--- config.mk ---
export PLATFORM = sky130hd
export DESIGN_NAME = timespace_to_depth_address_gen_flat
export DESIGN_NICKNAME = d
export VERILOG_FILES = /design/src/rtl/ttd_pkg.sv /design/src/rtl/ttd_if.sv /design/src/rtl/ttd_serial_mul.sv /design/src/rtl/timespace_to_depth_address_gen.sv /design/src/flat_wrapper.sv
export SDC_FILE = /design/constraint.sdc
export NUM_CORES = 2
export LEC_CHECK = 0
export BUFFER_PORTS_ARGS = -buffer_cell sky130_fd_sc_hd__clkbuf_2
export CAP_MARGIN = 25
export CORE_MARGIN = 2
export CORE_UTILIZATION = 55
export CTS_CLUSTER_DIAMETER = 120
export CTS_CLUSTER_SIZE = 30
export DETAILED_ROUTE_END_ITERATION = 7
export PLACE_DENSITY = 0.77
export SLEW_MARGIN = 15
export SYNTH_ARGS = -nofsm -noshare
export SYNTH_HDL_FRONTEND = slang
export SYNTH_SLANG_ARGS = --single-unit
--- constraint.sdc ---
create_clock -name clock -period 12.5 [get_ports clock]
set_input_delay 1.875 -clock clock [delete_from_list [all_inputs] [get_ports clock]]
set_output_delay 1.875 -clock clock [all_outputs]
set_load 0.05 [all_outputs]
--- src/rtl/ttd_pkg.sv ---
// Shared constants, register indexes and helper functions for the
// time/space-to-depth address generator. No dependencies.

package ttd_pkg;

   // Configuration port.
   localparam int CSR_INDEX_W = 3;
   localparam int CSR_DATA_W  = 16;

   localparam logic [CSR_INDEX_W-1:0] CSR_BATCHES    = 3'd0;
   localparam logic [CSR_INDEX_W-1:0] CSR_OUT_TIME   = 3'd1;
   localparam logic [CSR_INDEX_W-1:0] CSR_OUT_HEIGHT = 3'd2;
   localparam logic [CSR_INDEX_W-1:0] CSR_OUT_WIDTH  = 3'd3;
   localparam logic [CSR_INDEX_W-1:0] CSR_CHANNELS   = 3'd4;
   localparam logic [CSR_INDEX_W-1:0] CSR_TIME_FOLD  = 3'd5;
   localparam logic [CSR_INDEX_W-1:0] CSR_SPACE_FOLD = 3'd6;

   // Field widths of the configuration registers.
   localparam int SIZE_W     = 16;
   localparam int FOLD_W     = 5;
   localparam int FOLD_CNT_W = 4;

   // Loop levels, ordered by their weight in the source offset.
   localparam int NUM_LEVELS = 8;
   localparam int LEVEL_W    = 3;

   localparam logic [LEVEL_W-1:0] LVL_CHAN  = 3'd0;
   localparam logic [LEVEL_W-1:0] LVL_WFOLD = 3'd1;
   localparam logic [LEVEL_W-1:0] LVL_WOUT  = 3'd2;
   localparam logic [LEVEL_W-1:0] LVL_HFOLD = 3'd3;
   localparam logic [LEVEL_W-1:0] LVL_HOUT  = 3'd4;
   localparam logic [LEVEL_W-1:0] LVL_TFOLD = 3'd5;
   localparam logic [LEVEL_W-1:0] LVL_TOUT  = 3'd6;
   localparam logic [LEVEL_W-1:0] LVL_BATCH = 3'd7;

   // Stride recompute operations. Bit 3 selects a term product, the low
   // bits select the level.
   localparam int OP_W = 4;

   localparam logic [OP_W-1:0] OP_FIRST_STRIDE = 4'd0;
   localparam logic [OP_W-1:0] OP_LAST_STRIDE  = 4'd6;
   localparam logic [OP_W-1:0] OP_FIRST_TERM   = 4'd8;
   localparam logic [OP_W-1:0] OP_LAST_TERM    = 4'd15;

   // Last counter value for a fold factor: zero acts as one, above
   // sixteen acts as sixteen.
   function automatic logic [FOLD_CNT_W-1:0] fold_lim(input logic [FOLD_W-1:0] v);
      logic [FOLD_W-1:0] m;
      m = v - FOLD_W'(1);
      if (v == '0) begin
         return '0;
      end else if (v > FOLD_W'(16)) begin
         return '1;
      end
      return m[FOLD_CNT_W-1:0];
   endfunction

endpackage

--- src/rtl/ttd_if.sv ---
// Channel interfaces of the address generator: walk request, offset
// result and configuration write. Depends on ttd_pkg.

interface ttd_req_if;
   logic valid;
   logic ready;
   logic restart;

   modport source (output valid, output restart, input ready);
   modport sink (input valid, input restart, output ready);
endinterface

interface ttd_rsp_if #(parameter int OFFSET_WIDTH = 48);
   logic                    valid;
   logic                    ready;
   logic [OFFSET_WIDTH-1:0] src_offset;
   logic [OFFSET_WIDTH-1:0] dst_offset;
   logic                    segment_end;
   logic                    last;

   modport source (output valid, output src_offset, output dst_offset,
                   output segment_end, output last, input ready);
   modport sink (input valid, input src_offset, input dst_offset,
                 input segment_end, input last, output ready);
endinterface

interface ttd_csr_if;
   logic                            valid;
   logic                            ready;
   logic [ttd_pkg::CSR_INDEX_W-1:0] index;
   logic [ttd_pkg::CSR_DATA_W-1:0]  data;

   modport source (output valid, output index, output data, input ready);
   modport sink (input valid, input index, input data, output ready);
endinterface

--- src/rtl/ttd_serial_mul.sv ---
// Shift-and-add multiplier, one multiplier bit per cycle, used to
// rebuild strides and offset terms after a configuration write. No dependencies.

module ttd_serial_mul #(
   parameter int A_WIDTH = 48,
   parameter int B_WIDTH = 16
) (
   input  logic               clock,
   input  logic               reset,
   input  logic               start,
   input  logic [A_WIDTH-1:0] a,
   input  logic [B_WIDTH-1:0] b,
   input  logic [A_WIDTH-1:0] acc_init,
   output logic               done,
   output logic [A_WIDTH-1:0] product
);

   logic               busy_ff;
   logic               done_ff;
   logic [A_WIDTH-1:0] a_ff;
   logic [B_WIDTH-1:0] b_ff;
   logic [A_WIDTH-1:0] acc_ff;

   always_ff @(posedge clock) begin
      if (reset) begin
         busy_ff <= 1'b0;
         done_ff <= 1'b0;
      end else if (start) begin
         busy_ff <= 1'b1;
         done_ff <= 1'b0;
      end else if (busy_ff && b_ff == '0) begin
         busy_ff <= 1'b0;
         done_ff <= 1'b1;
      end else begin
         done_ff <= 1'b0;
      end
   end

   // The product is acc_init + a * b modulo 2^A_WIDTH; the loop ends as
   // soon as no multiplier bits remain.
   always_ff @(posedge clock) begin
      if (start) begin
         a_ff   <= a;
         b_ff   <= b;
         acc_ff <= acc_init;
      end else if (busy_ff && b_ff != '0) begin
         if (b_ff[0]) begin
            acc_ff <= acc_ff + a_ff;
         end
         a_ff <= a_ff << 1;
         b_ff <= b_ff >> 1;
      end
   end

   assign done    = done_ff;
   assign product = acc_ff;

endmodule

--- src/rtl/timespace_to_depth_address_gen.sv ---
// Top level of the time/space-to-depth address generator.
// Depends on ttd_pkg, ttd_if (channel interfaces) and ttd_serial_mul.
//
// Usage:
//   req_bus carries one request per transfer; restart = 1 clears the walk
//   and returns element zero, restart = 0 returns the next element.
//   rsp_bus returns one source/destination offset pair per request, with
//   segment_end on the last channel of a cell and last on the final
//   element of the tensor, after which the walk wraps to element zero.
//   csr_bus writes one shape register per transfer and is always ready.
// Timing:
//   One request is taken every cycle while req_bus.ready is high. The
//   source offset goes through a registered adder tree: pair sums, quad
//   sums, then the final sum in the output register.
//   After every configuration write the strides and the offset terms of
//   the current counters are rebuilt by one shared bit-serial multiplier,
//   15 products in turn; req_bus.ready stays low during that time.
//   Reset clears the counters, sets every register to one and leaves the
//   block ready at once. When rsp_bus stalls, the three stages fill and
//   req_bus.ready then drops until the output is taken.

module timespace_to_depth_address_gen #(
   parameter int OFFSET_WIDTH = 48,
   parameter int COUNT_WIDTH  = 16
) (
   input logic            clock,
   input logic            reset,
   ttd_req_if.sink        req_bus,
   ttd_rsp_if.source      rsp_bus,
   ttd_csr_if.sink        csr_bus
);

   localparam int NL = ttd_pkg::NUM_LEVELS;
   localparam int SW = (COUNT_WIDTH + 1 > ttd_pkg::SIZE_W + 1) ?
                       COUNT_WIDTH + 1 : ttd_pkg::SIZE_W + 1;

   typedef enum logic [2:0] {
      SEQ_IDLE  = 3'b001,
      SEQ_ISSUE = 3'b010,
      SEQ_WAIT  = 3'b100
   } seq_state_type;

   // Last counter value for a size register: zero acts as one and the size
   // is capped at 2^COUNT_WIDTH.
   function automatic logic [COUNT_WIDTH-1:0] size_lim(
      input logic [ttd_pkg::SIZE_W-1:0] v);
      logic [SW-1:0] ext;
      logic [SW-1:0] cap;
      logic [SW-1:0] eff;
      ext = SW'(v);
      cap = SW'(1) << COUNT_WIDTH;
      if (ext == '0) begin
         eff = SW'(1);
      end else if (ext > cap) begin
         eff = cap;
      end else begin
         eff = ext;
      end
      eff = eff - SW'(1);
      return eff[COUNT_WIDTH-1:0];
   endfunction

   // ---------------------------------------------------------------
   // Configuration, held as last counter values.
   // ---------------------------------------------------------------
   logic [COUNT_WIDTH-1:0]         batch_lim_ff;
   logic [COUNT_WIDTH-1:0]         tout_lim_ff;
   logic [COUNT_WIDTH-1:0]         hout_lim_ff;
   logic [COUNT_WIDTH-1:0]         wout_lim_ff;
   logic [COUNT_WIDTH-1:0]         chan_lim_ff;
   logic [ttd_pkg::FOLD_CNT_W-1:0] tfold_lim_ff;
   logic [ttd_pkg::FOLD_CNT_W-1:0] sfold_lim_ff;
   logic                           csr_fire;

   assign csr_bus.ready = 1'b1;
   assign csr_fire      = csr_bus.valid & csr_bus.ready;

   always_ff @(posedge clock) begin
      if (reset) begin
         batch_lim_ff <= '0;
         tout_lim_ff  <= '0;
         hout_lim_ff  <= '0;
         wout_lim_ff  <= '0;
         chan_lim_ff  <= '0;
         tfold_lim_ff <= '0;
         sfold_lim_ff <= '0;
      end else if (csr_fire) begin
         unique case (csr_bus.index)
            ttd_pkg::CSR_BATCHES:    batch_lim_ff <= size_lim(csr_bus.data);
            ttd_pkg::CSR_OUT_TIME:   tout_lim_ff  <= size_lim(csr_bus.data);
            ttd_pkg::CSR_OUT_HEIGHT: hout_lim_ff  <= size_lim(csr_bus.data);
            ttd_pkg::CSR_OUT_WIDTH:  wout_lim_ff  <= size_lim(csr_bus.data);
            ttd_pkg::CSR_CHANNELS:   chan_lim_ff  <= size_lim(csr_bus.data);
            ttd_pkg::CSR_TIME_FOLD:
               tfold_lim_ff <= ttd_pkg::fold_lim(csr_bus.data[ttd_pkg::FOLD_W-1:0]);
            ttd_pkg::CSR_SPACE_FOLD:
               sfold_lim_ff <= ttd_pkg::fold_lim(csr_bus.data[ttd_pkg::FOLD_W-1:0]);
            default: begin
            end
         endcase
      end
   end

   logic [COUNT_WIDTH-1:0] lim_arr [NL];

   always_comb begin
      lim_arr[ttd_pkg::LVL_CHAN]  = chan_lim_ff;
      lim_arr[ttd_pkg::LVL_WFOLD] = COUNT_WIDTH'(sfold_lim_ff);
      lim_arr[ttd_pkg::LVL_WOUT]  = wout_lim_ff;
      lim_arr[ttd_pkg::LVL_HFOLD] = COUNT_WIDTH'(sfold_lim_ff);
      lim_arr[ttd_pkg::LVL_HOUT]  = hout_lim_ff;
      lim_arr[ttd_pkg::LVL_TFOLD] = COUNT_WIDTH'(tfold_lim_ff);
      lim_arr[ttd_pkg::LVL_TOUT]  = tout_lim_ff;
      lim_arr[ttd_pkg::LVL_BATCH] = batch_lim_ff;
   end

   // ---------------------------------------------------------------
   // Walk state: one counter per level, its weighted term of the source
   // offset, and the stride of each level.
   // ---------------------------------------------------------------
   logic [COUNT_WIDTH-1:0]  cnt_ff    [NL];
   logic [COUNT_WIDTH-1:0]  cnt_in    [NL];
   logic [COUNT_WIDTH-1:0]  cnt_snap  [NL];
   logic [OFFSET_WIDTH-1:0] term_ff   [NL];
   logic [OFFSET_WIDTH-1:0] term_in   [NL];
   logic [OFFSET_WIDTH-1:0] term_snap [NL];
   logic [OFFSET_WIDTH-1:0] stride_ff [NL];
   logic [OFFSET_WIDTH-1:0] dst_ff;
   logic [OFFSET_WIDTH-1:0] dst_snap;
   logic [OFFSET_WIDTH-1:0] dst_in;
   logic [NL-1:0]           at_last;
   logic [NL-1:0]           tick_en;
   logic                    seg_end_w;
   logic                    last_w;
   logic                    cnt_zero_w;
   logic                    accept;

   always_comb begin
      for (int i = 0; i < NL; i++) begin
         cnt_snap[i]  = req_bus.restart ? '0 : cnt_ff[i];
         term_snap[i] = req_bus.restart ? '0 : term_ff[i];
         at_last[i]   = cnt_snap[i] >= lim_arr[i];
      end

      // Carry chain in walk order: channel, width fold, height fold, time
      // fold, then output width, height, time and batch.
      tick_en[ttd_pkg::LVL_CHAN]  = 1'b1;
      tick_en[ttd_pkg::LVL_WFOLD] = at_last[ttd_pkg::LVL_CHAN];
      tick_en[ttd_pkg::LVL_HFOLD] = tick_en[ttd_pkg::LVL_WFOLD] & at_last[ttd_pkg::LVL_WFOLD];
      tick_en[ttd_pkg::LVL_TFOLD] = tick_en[ttd_pkg::LVL_HFOLD] & at_last[ttd_pkg::LVL_HFOLD];
      tick_en[ttd_pkg::LVL_WOUT]  = tick_en[ttd_pkg::LVL_TFOLD] & at_last[ttd_pkg::LVL_TFOLD];
      tick_en[ttd_pkg::LVL_HOUT]  = tick_en[ttd_pkg::LVL_WOUT] & at_last[ttd_pkg::LVL_WOUT];
      tick_en[ttd_pkg::LVL_TOUT]  = tick_en[ttd_pkg::LVL_HOUT] & at_last[ttd_pkg::LVL_HOUT];
      tick_en[ttd_pkg::LVL_BATCH] = tick_en[ttd_pkg::LVL_TOUT] & at_last[ttd_pkg::LVL_TOUT];

      seg_end_w = at_last[ttd_pkg::LVL_CHAN];
      last_w    = tick_en[ttd_pkg::LVL_BATCH] & at_last[ttd_pkg::LVL_BATCH];

      for (int i = 0; i < NL; i++) begin
         if (tick_en[i] && at_last[i]) begin
            cnt_in[i]  = '0;
            term_in[i] = '0;
         end else if (tick_en[i]) begin
            cnt_in[i]  = cnt_snap[i] + COUNT_WIDTH'(1);
            term_in[i] = term_snap[i] + stride_ff[i];
         end else begin
            cnt_in[i]  = cnt_snap[i];
            term_in[i] = term_snap[i];
         end
      end

      dst_snap = req_bus.restart ? '0 : dst_ff;
      dst_in   = last_w ? '0 : dst_snap + OFFSET_WIDTH'(1);

      cnt_zero_w = 1'b1;
      for (int i = 0; i < NL; i++) begin
         if (cnt_ff[i] != '0) begin
            cnt_zero_w = 1'b0;
         end
      end
   end

   // ---------------------------------------------------------------
   // Recompute sequencer: strides first, then the term of each level
   // for the counters as held.
   // ---------------------------------------------------------------
   seq_state_type               seq_state_ff;
   logic [ttd_pkg::OP_W-1:0]    op_ff;
   logic [ttd_pkg::LEVEL_W-1:0] op_lvl;
   logic                        op_is_term;
   logic                        mul_start;
   logic [COUNT_WIDTH-1:0]      mul_b;
   logic [OFFSET_WIDTH-1:0]     mul_acc_init;
   logic                        mul_done;
   logic [OFFSET_WIDTH-1:0]     mul_product;
   logic                        seq_wr;

   assign op_lvl     = op_ff[ttd_pkg::LEVEL_W-1:0];
   assign op_is_term = op_ff[ttd_pkg::OP_W-1];
   assign mul_start  = (seq_state_ff == SEQ_ISSUE);
   assign seq_wr     = (seq_state_ff == SEQ_WAIT) & mul_done;

   // A stride product is stride * (last + 1), so the accumulator starts
   // at the stride itself.
   assign mul_b        = op_is_term ? cnt_ff[op_lvl] : lim_arr[op_lvl];
   assign mul_acc_init = op_is_term ? '0 : stride_ff[op_lvl];

   ttd_serial_mul #(
      .A_WIDTH (OFFSET_WIDTH),
      .B_WIDTH (COUNT_WIDTH)
   ) u_mul (
      .clock    (clock),
      .reset    (reset),
      .start    (mul_start),
      .a        (stride_ff[op_lvl]),
      .b        (mul_b),
      .acc_init (mul_acc_init),
      .done     (mul_done),
      .product  (mul_product)
   );

   always_ff @(posedge clock) begin
      if (reset) begin
         seq_state_ff <= SEQ_IDLE;
         op_ff        <= ttd_pkg::OP_FIRST_STRIDE;
      end else if (csr_fire) begin
         seq_state_ff <= SEQ_ISSUE;
         op_ff        <= ttd_pkg::OP_FIRST_STRIDE;
      end else begin
         unique case (seq_state_ff)
            SEQ_IDLE: begin
            end
            SEQ_ISSUE: seq_state_ff <= SEQ_WAIT;
            SEQ_WAIT: begin
               if (mul_done) begin
                  if (op_ff == ttd_pkg::OP_LAST_TERM) begin
                     seq_state_ff <= SEQ_IDLE;
                  end else if (op_ff == ttd_pkg::OP_LAST_STRIDE) begin
                     seq_state_ff <= SEQ_ISSUE;
                     op_ff        <= ttd_pkg::OP_FIRST_TERM;
                  end else begin
                     seq_state_ff <= SEQ_ISSUE;
                     op_ff        <= op_ff + ttd_pkg::OP_W'(1);
                  end
               end
            end
            default: seq_state_ff <= SEQ_IDLE;
         endcase
      end
   end

   always_ff @(posedge clock) begin
      if (reset) begin
         for (int i = 0; i < NL; i++) begin
            stride_ff[i] <= OFFSET_WIDTH'(1);
         end
      end else if (seq_wr && !op_is_term) begin
         stride_ff[op_lvl + ttd_pkg::LEVEL_W'(1)] <= mul_product;
      end
   end

   always_ff @(posedge clock) begin
      if (reset) begin
         for (int i = 0; i < NL; i++) begin
            cnt_ff[i]  <= '0;
            term_ff[i] <= '0;
         end
         dst_ff <= '0;
      end else if (accept) begin
         for (int i = 0; i < NL; i++) begin
            cnt_ff[i]  <= cnt_in[i];
            term_ff[i] <= term_in[i];
         end
         dst_ff <= dst_in;
      end else if (seq_wr && op_is_term) begin
         term_ff[op_lvl] <= mul_product;
      end
   end

   // ---------------------------------------------------------------
   // Result pipeline: pair sums, quad sums, final sum in the output
   // register.
   // ---------------------------------------------------------------
   logic                    a_valid_ff;
   logic [OFFSET_WIDTH-1:0] a_sum_ff [4];
   logic [OFFSET_WIDTH-1:0] a_dst_ff;
   logic                    a_seg_ff;
   logic                    a_last_ff;
   logic                    b_valid_ff;
   logic [OFFSET_WIDTH-1:0] b_sum_ff [2];
   logic [OFFSET_WIDTH-1:0] b_dst_ff;
   logic                    b_seg_ff;
   logic                    b_last_ff;
   logic                    c_valid_ff;
   logic [OFFSET_WIDTH-1:0] c_src_ff;
   logic [OFFSET_WIDTH-1:0] c_dst_ff;
   logic                    c_seg_ff;
   logic                    c_last_ff;
   logic                    move_a;
   logic                    move_b;
   logic                    move_c;

   assign move_c = ~c_valid_ff | rsp_bus.ready;
   assign move_b = ~b_valid_ff | move_c;
   assign move_a = ~a_valid_ff | move_b;

   assign req_bus.ready = move_a & (seq_state_ff == SEQ_IDLE);
   assign accept        = req_bus.valid & req_bus.ready;

   always_ff @(posedge clock) begin
      if (reset) begin
         a_valid_ff <= 1'b0;
         b_valid_ff <= 1'b0;
         c_valid_ff <= 1'b0;
      end else begin
         if (move_a) begin
            a_valid_ff <= accept;
         end
         if (move_b) begin
            b_valid_ff <= a_valid_ff;
         end
         if (move_c) begin
            c_valid_ff <= b_valid_ff;
         end
      end
   end

   always_ff @(posedge clock) begin
      if (accept) begin
         for (int j = 0; j < 4; j++) begin
            a_sum_ff[j] <= term_snap[2*j] + term_snap[2*j+1];
         end
         a_dst_ff  <= dst_snap;
         a_seg_ff  <= seg_end_w;
         a_last_ff <= last_w;
      end
      if (move_b && a_valid_ff) begin
         b_sum_ff[0] <= a_sum_ff[0] + a_sum_ff[1];
         b_sum_ff[1] <= a_sum_ff[2] + a_sum_ff[3];
         b_dst_ff    <= a_dst_ff;
         b_seg_ff    <= a_seg_ff;
         b_last_ff   <= a_last_ff;
      end
      if (move_c && b_valid_ff) begin
         c_src_ff  <= b_sum_ff[0] + b_sum_ff[1];
         c_dst_ff  <= b_dst_ff;
         c_seg_ff  <= b_seg_ff;
         c_last_ff <= b_last_ff;
      end
   end

   assign rsp_bus.valid       = c_valid_ff;
   assign rsp_bus.src_offset  = c_src_ff;
   assign rsp_bus.dst_offset  = c_dst_ff;
   assign rsp_bus.segment_end = c_seg_ff;
   assign rsp_bus.last        = c_last_ff;

   // ---------------------------------------------------------------
   // Assertions
   // ---------------------------------------------------------------
   a_wrap_after_last: assert property (@(posedge clock) disable iff (reset)
      accept && last_w |=> cnt_zero_w && dst_ff == '0)
      else $error("walk did not wrap to element zero after the last element");

   a_dst_step: assert property (@(posedge clock) disable iff (reset)
      accept && !req_bus.restart && !last_w |=> dst_ff == $past(dst_ff) + OFFSET_WIDTH'(1))
      else $error("destination offset did not advance by one");

   a_block_after_csr: assert property (@(posedge clock) disable iff (reset)
      csr_fire |=> !req_bus.ready)
      else $error("request taken while strides are being rebuilt");

   a_last_is_seg_end: assert property (@(posedge clock) disable iff (reset)
      rsp_bus.valid && rsp_bus.last |-> rsp_bus.segment_end)
      else $error("final element not flagged as segment end");

endmodule

--- src/flat_wrapper.sv ---
// flat-port wrapper written by rule: the top's interface ports become plain ports
module timespace_to_depth_address_gen_flat 
#(
   parameter int OFFSET_WIDTH = 48,
   parameter int COUNT_WIDTH  = 16
)
  (clock, reset, req_bus_valid, req_bus_restart, req_bus_ready, rsp_bus_valid, rsp_bus_src_offset, rsp_bus_dst_offset, rsp_bus_segment_end, rsp_bus_last, rsp_bus_ready, csr_bus_valid, csr_bus_index, csr_bus_data, csr_bus_ready);
  ttd_req_if req_bus_i ();
  ttd_rsp_if #(.OFFSET_WIDTH(OFFSET_WIDTH)) rsp_bus_i ();
  ttd_csr_if csr_bus_i ();
  input logic clock;
  input logic reset;
  input wire logic [$bits(req_bus_i.valid)-1:0] req_bus_valid;
  input wire logic [$bits(req_bus_i.restart)-1:0] req_bus_restart;
  output wire logic [$bits(req_bus_i.ready)-1:0] req_bus_ready;
  output wire logic [$bits(rsp_bus_i.valid)-1:0] rsp_bus_valid;
  output wire logic [$bits(rsp_bus_i.src_offset)-1:0] rsp_bus_src_offset;
  output wire logic [$bits(rsp_bus_i.dst_offset)-1:0] rsp_bus_dst_offset;
  output wire logic [$bits(rsp_bus_i.segment_end)-1:0] rsp_bus_segment_end;
  output wire logic [$bits(rsp_bus_i.last)-1:0] rsp_bus_last;
  input wire logic [$bits(rsp_bus_i.ready)-1:0] rsp_bus_ready;
  input wire logic [$bits(csr_bus_i.valid)-1:0] csr_bus_valid;
  input wire logic [$bits(csr_bus_i.index)-1:0] csr_bus_index;
  input wire logic [$bits(csr_bus_i.data)-1:0] csr_bus_data;
  output wire logic [$bits(csr_bus_i.ready)-1:0] csr_bus_ready;
  assign req_bus_i.valid = req_bus_valid;
  assign req_bus_i.restart = req_bus_restart;
  assign req_bus_ready = req_bus_i.ready;
  assign rsp_bus_valid = rsp_bus_i.valid;
  assign rsp_bus_src_offset = rsp_bus_i.src_offset;
  assign rsp_bus_dst_offset = rsp_bus_i.dst_offset;
  assign rsp_bus_segment_end = rsp_bus_i.segment_end;
  assign rsp_bus_last = rsp_bus_i.last;
  assign rsp_bus_i.ready = rsp_bus_ready;
  assign csr_bus_i.valid = csr_bus_valid;
  assign csr_bus_i.index = csr_bus_index;
  assign csr_bus_i.data = csr_bus_data;
  assign csr_bus_ready = csr_bus_i.ready;
  timespace_to_depth_address_gen #(.OFFSET_WIDTH(OFFSET_WIDTH), .COUNT_WIDTH(COUNT_WIDTH)) u_core (.clock(clock), .reset(reset), .req_bus(req_bus_i), .rsp_bus(rsp_bus_i), .csr_bus(csr_bus_i));
endmodule
-- Word-level counts from Yosys, hierarchy flattened
Memories as Yosys holds them, arrays and structs flattened. A register that Yosys moved wholly into a read port is not among the register bits.
Index checks and enable logic that the tools add are counted.
- $add $sub $neg: 33
- magnitude comparators: 11
- equality and inequality tests: 14
- mux-type cells: 138
- reductions and logical operators: 37
- bitwise logic cells: 35
- operators with widths (operator ; number):
    two-way mux 48 bit ; 41
    two-way mux 16 bit ; 53
    adder 48 bit ; 16
    adder 16 x 1 -> 16 bit, second input constant ; 8
    OR reduction 48 bit ; 2
    >= comparator 16 bit ; 5
    subtractor 16 x 1 -> 16 bit, second input constant ; 5
    adder 48 x 1 -> 48 bit, second input constant ; 1
    binary-select mux 16 bit (select 3 bit) ; 1
    >= comparator 16 x 4 -> 1 bit ; 3
    zero test 16 bit ; 2
    two-way mux 1 bit ; 28
    two-way mux 3 bit ; 7
    two-way mux 4 bit ; 5
    AND reduction 2 bit ; 10
    bitwise OR 1 bit ; 19
    greater-than comparator 16 x 17 -> 1 bit, second input constant ; 1
    nonzero test 16 bit ; 1
    logical AND 1 bit ; 13
    == test 3 bit, second input constant ; 4
    AND 1 bit ; 10
    == test 3 x 2 -> 1 bit, second input constant ; 3
    case mux 3 bit (3 select lines) ; 1
    == test 3 x 1 -> 1 bit, second input constant ; 2
    other kinds (18) ; 27
- flip-flop bits (word level): 458
- memories: 5
- memory bits (writable): 1184
- word-level logic and storage cells: 302
- memories (memory ; depth ; width ; read ports ; clocked after memory_dff ; write ports ; line ; source):
    u_core.stride_ff ; 8 ; 48 ; 9 ; 1 ; 8 ; timespace_to_depth_address_gen.sv:127 ; logic [OFFSET_WIDTH-1:0] stride_ff [NL];
    u_core.term_ff ; 8 ; 48 ; 8 ; 0 ; 8 ; timespace_to_depth_address_gen.sv:124 ; logic [OFFSET_WIDTH-1:0] term_ff [NL];
    u_core.a_sum_ff ; 4 ; 48 ; 4 ; 0 ; 4 ; timespace_to_depth_address_gen.sv:285 ; logic [OFFSET_WIDTH-1:0] a_sum_ff [4];
    u_core.cnt_ff ; 8 ; 16 ; 9 ; 1 ; 8 ; timespace_to_depth_address_gen.sv:121 ; logic [COUNT_WIDTH-1:0] cnt_ff [NL];
    u_core.b_sum_ff ; 2 ; 48 ; 2 ; 0 ; 2 ; timespace_to_depth_address_gen.sv:290 ; logic [OFFSET_WIDTH-1:0] b_sum_ff [2];

-- Logic depth before layout (Yosys ltp)
An unclocked memory read counts as a cell.
- word-level depth: 12
- mapped depth: 23
- mapped depth without buffers: 16

-- By module
From an unflattened synthesis, not the netlist that was laid out.
- cell total of the unflattened synthesis: 11293
- area, all modules: 113229.8 um^2
- by module, submodules not included (module ; instances ; area each (um^2) ; cells an instance):
    timespace_to_depth_address_gen ; 1 ; 105607.5 ; 10560
    ttd_serial_mul ; 1 ; 7622.3 ; 733

-- Least setup slack after synthesis
No wires, ideal clock.
- path type: input to register
- start: input port rsp_bus_ready
- end: register u_core.b_dst_ff[0] (enable)
- stages on the path: 2
- slack: -871 ps
- data required time: 11625 ps
- buffers on the path: 0
- arrival time: 12496 ps
- cells stage by stage: nor2b_1 a21boi_0
- longest elaborated chain between the ends: 3
- ends and longest elaborated chain (item ; line ; source):
    from (decl) ; flat_wrapper.sv:21 ; input wire logic [$bits(rsp_bus_i.ready)-1:0] rsp_bus_ready;
    bitwise OR 1 bit ; timespace_to_depth_address_gen.sv:303 ; assign move_c = ~c_valid_ff | rsp_bus.ready;
    bitwise OR 1 bit ; timespace_to_depth_address_gen.sv:304 ; assign move_b = ~b_valid_ff | move_c;
    logical AND 1 bit ; timespace_to_depth_address_gen.sv:337 ; if (move_b && a_valid_ff) begin
    to (signal assigned) ; timespace_to_depth_address_gen.sv:340 ; b_dst_ff <= a_dst_ff;
    to (decl) ; timespace_to_depth_address_gen.sv:291 ; logic [OFFSET_WIDTH-1:0] b_dst_ff;
No other way between the ends.
A chain may end at the register's enable or synchronous reset.

==> results.yml <==
status:
  status: "finished, final reports clean"
detailed_routing:
  routedWlPerCell_um: 26.5
  drt_first_iter_violations: 11000
  num_vias: 91700
  antenna_left: 0
  drt_wl_total_um: 369000
  drt_pass1_iterations: 8
  drc: 0
  via_per_inst: 6.59
global_route:
  grt_max_degree: 139
  grt.overflow.total: 0
  gr-usage-all-layers: 0.342
  grt_pass1_wl_um: 547000
  grt_pass1_vias: 88500
  antenna_found_initial: 15
synth:
  synth_fp_nets: 12300
  synth_most_common_cell: "edfxtp_1"
  synth-seq-cells: 1645
  synthFlopType: "edfxtp_1"
  netlist_instances: 11400
  synth_top_cell_by_area: "edfxtp_1"
  ys_seq_area_frac: 0.422
  syn_area_per_cell_um2: 9.94
  synth.top_cell.area_share: 0.396
  synthesis.area_um2: 113000
  async_flop_share: 0
  synth.area.top_cells: "edfxtp_1 40%, ha_1 9.4%, a21oi_1 4.0%"
  yosysWarnings: 0
  synth_commonest_cells: "1494 x edfxtp_1, 895 x a21oi_1, 862 x nand2_1"
  synth_edf_count: 1494
  synth_cell_type_count: 113
critical_path:
  endpoint_kind: "flop"
  path_class: "in -> reg"
  crit_family: "simple AND/OR/NAND/NOR gates"
  r2r_end: "u_core.term_ff[4][47]"
  crit_chain: "buf_8 > buf_4 > nor2b_1 > ha_1 > nor3b_2 > a221oi_1 > o21ai_4 > nand4_4 > nor2b_2 > buf_4 > and2_1 > buf_4 > nand3_1 > a21oi_1 > mux2i_1 > o211ai_1"
  r2r_slack_ns: 6.74
  reg2reg_depth: 16
  cpPeakStageDelay_ns: 0.78
  crit_fanout: 74
  arrival_ns: 8.13
  crit_path_frequent_cell: "buf_4"
  slowest_stage: "nand3_1"
  cp-start-kind: "primary input"
  r2r_start: "u_core.cnt_ff[1][0]"
  path_buf_inv: 4
  worstPathRequired_ns: 13.10
finish:
  fillers: 17300
  postLayoutCellArea_um2: 119000
  syn_to_final_growth_pct: 4.78
  seq_area_um2: 47900
  multiInputGateArea_um2: 62400
  drive_gt1_frac: 0.0562
  nets: 12100
floorplan:
  ioPinCount: 126
  core_um2: 205000
  rows: 166
  die_x_um: 458
  die_y_um: 458
  dieArea_um2: 210000
  initial_core_util: 0.553
timing:
  rsz0062_at_grt: "false"
  fin_hold_ws_ns: 0.419
  finalClockSkew_ns: 0.0481
  drv_slew: 0
  setup_viol: 0
  tightest_slew_ns: 1.17
  max_slew_margin: 0.217
  hold_viol: 0
  fmax_ghz: 0.133
  min_period_ns: 7.53
  layout_worst_path_cycle_share: 0.602
  tns_ns: 0
run:
  drv_cap: 0
clock_tree:
  ctsHoldBuffers: 0
  cts.sinks: 1645
  clk_path_buf_depth: 3
  cts_tree: "built"
  post-cts-setup-buffer-count: 0
  cts_made_buffers: 67
  cts-resized-gates: 0
  htree_levels: 3
  cts.clk_slew.worst_paths_ns: 0.12
  cts_root_buffer: "clkbuf_16"
  clock_latency_ns: 0.80
worst_hold_path:
  worstHoldPathType: "reg -> reg"
  min_from: "u_core.b_dst_ff[29]"
  min_path_cells: 0
  hold_path_end: "u_core.rsp_bus.dst_offset[29]"
pwr:
  power_leakage_nw: 47.5
  vdd_drop_max_v: 0.000110
  p_per_area_nw_per_um2: 104
placement:
  dpl.hpwl_um: 281000
  routabilityCongestion: 1.02
  io_buffers: 124
  dpl_cell_area_um2: 117000
-- cells by family (layout without fill, tap and decap cells) --
| family | after synthesis | after routing | share of synthesized area |
|---|---|---|---|
| simple gates | 3598 | 3598 | 0.162 |
| flops | 1645 | 1645 | 0.422 |
| buf+inv | 905 | 735 | 0.0301 |
| mux | 269 | 269 | 0.0396 |
| other cells | 1 | 7 | 0.0000331 |
| compound gates | 3320 | 3320 | 0.187 |
| xor+xnor | 788 | 788 | 0.0609 |
| fa+ha+maj | 871 | 871 | 0.0972 |
-- flip-flops by register name (all words and copies together) (netlist names), 3 cells and up, named ones only --
signal                     flops
u_core.a_sum_ff              192
u_core.term_ff               384
u_core.wout_lim_ff            16
u_core.u_mul.b_ff             16
u_core.batch_lim_ff           16
u_core.tout_lim_ff            16
u_core.hout_lim_ff            16
u_core.a_dst_ff               48
u_core.u_mul.a_ff             48
u_core.b_sum_ff               96
u_core.tfold_lim_ff            4
u_core.u_mul.product          48
u_core.rsp_bus.dst_offset     48
u_core.op_ff                   4
u_core.b_dst_ff               48
u_core.seq_state_ff            3
u_core.rsp_bus.src_offset     48
u_core.chan_lim_ff            16
u_core.sfold_lim_ff            4
u_core.stride_ff             384
u_core.cnt_ff                128
u_core.dst_ff                 48
-- power breakdown --
| group | leakage (nW) | internal, mW | switching (mW) | total (mW) |
|---|---|---|---|---|
| Sequential | 16.3 | 6.38 | 0.213 | 6.59 |
| Clock | 0.999 | 1.10 | 1.88 | 2.98 |
| Combinational | 30.2 | 0.952 | 1.85 | 2.80 |
| Total | 47.5 | 8.43 | 3.94 | 12.4 |
-- area by class of cell --
class | count | area share
multi-input cells | 8847 | 0.525
clock inverters | 23 | 0.00266
flip-flops and latches | 1645 | 0.403
repair buffers | 249 | 0.0138
inverters | 377 | 0.0120
well taps | 2688 | 0.0283
diodes | 6 | 0.000126
clock buffers | 86 | 0.0147
-- per-layer routing --
metal | up-vias | track usage | wire length [µm]
li1 | 41700 | - | -
met4 | 8 | 0.137 | 15900
met1 | 44800 | 0.450 | 148000
met2 | 4376 | 0.571 | 173000
met5 | - | 0 | 57
met3 | 764 | 0.0469 | 31800
-- per-stage QoR --
stage,worst slack [ns],total power [mW],instances,utilization
finish,4.97,12.4,13900,0.580
global route,5.01,12.8,13900,0.580
CTS,5.26,12.3,13900,0.580
detailed placement,4.47,9.43,13800,0.570
global placement,4.53,9.36,13800,0.569
floorplan,2.09,8.52,11400,-
-- worst max path at each step --
stage                    start                    end  depth (start not counted)
2_1_floorplan    rsp_bus_ready      u_core.dst_ff[44]                         10
3_3_place_gp   req_bus_restart  u_core.term_ff[4][47]                         16
3_5_place_dp   req_bus_restart  u_core.term_ff[4][47]                         16
4_1_cts        req_bus_restart  u_core.term_ff[4][47]                         16
5_1_grt        req_bus_restart  u_core.term_ff[4][47]                         19
6_report       req_bus_restart  u_core.term_ff[4][47]                         16
-- worst reg2reg max path, cell delays in order (launching register included) --
cell	delay, ns
edfxtp_1	0.50
nand2_1	0.13
ha_1	0.32
nand2b_1	0.14
a21oi_1	0.06
nor3b_2	0.22
a221oi_1	0.15
o21ai_4	0.41
nand4_4	0.60
nor2b_2	0.27
buf_4	0.41
and2_1	0.66
buf_4	0.31
nand3_1	0.78
a21oi_1	0.39
mux2i_1	0.13
o211ai_1	0.10
-- layout by cell type (no fill, tap or decap), types with 29 or more instances in the layout --
cell type / n
o21a_1: 72
nor2_1: 724
nand4_1: 110
a221oi_1: 37
a21boi_0: 29
or3_1: 45
clkbuf_16: 67
and4_1: 32
and2_1: 438
dfxtp_1: 147
nand3_1: 201
and3_1: 122
mux4_2: 143
o31ai_1: 54
edfxtp_1: 1494
a221o_1: 39
clkbuf_2: 123
xor2_1: 317
o21ai_0: 768
xnor2_1: 470
nand2_1: 852
nand2b_1: 131
o21bai_1: 120
o22ai_1: 58
nor2b_1: 596
a22o_1: 45
buf_4: 118
mux2i_1: 123
inv_1: 373
o21ai_1: 30
nor4_1: 38
nor3_1: 148
a211oi_1: 164
a21oi_1: 894
o211ai_1: 45
ha_1: 854
a31oi_1: 84
a21o_1: 561
o221ai_1: 35
a22oi_1: 58
No activity file was read; power rests on OpenSTA's default activity.
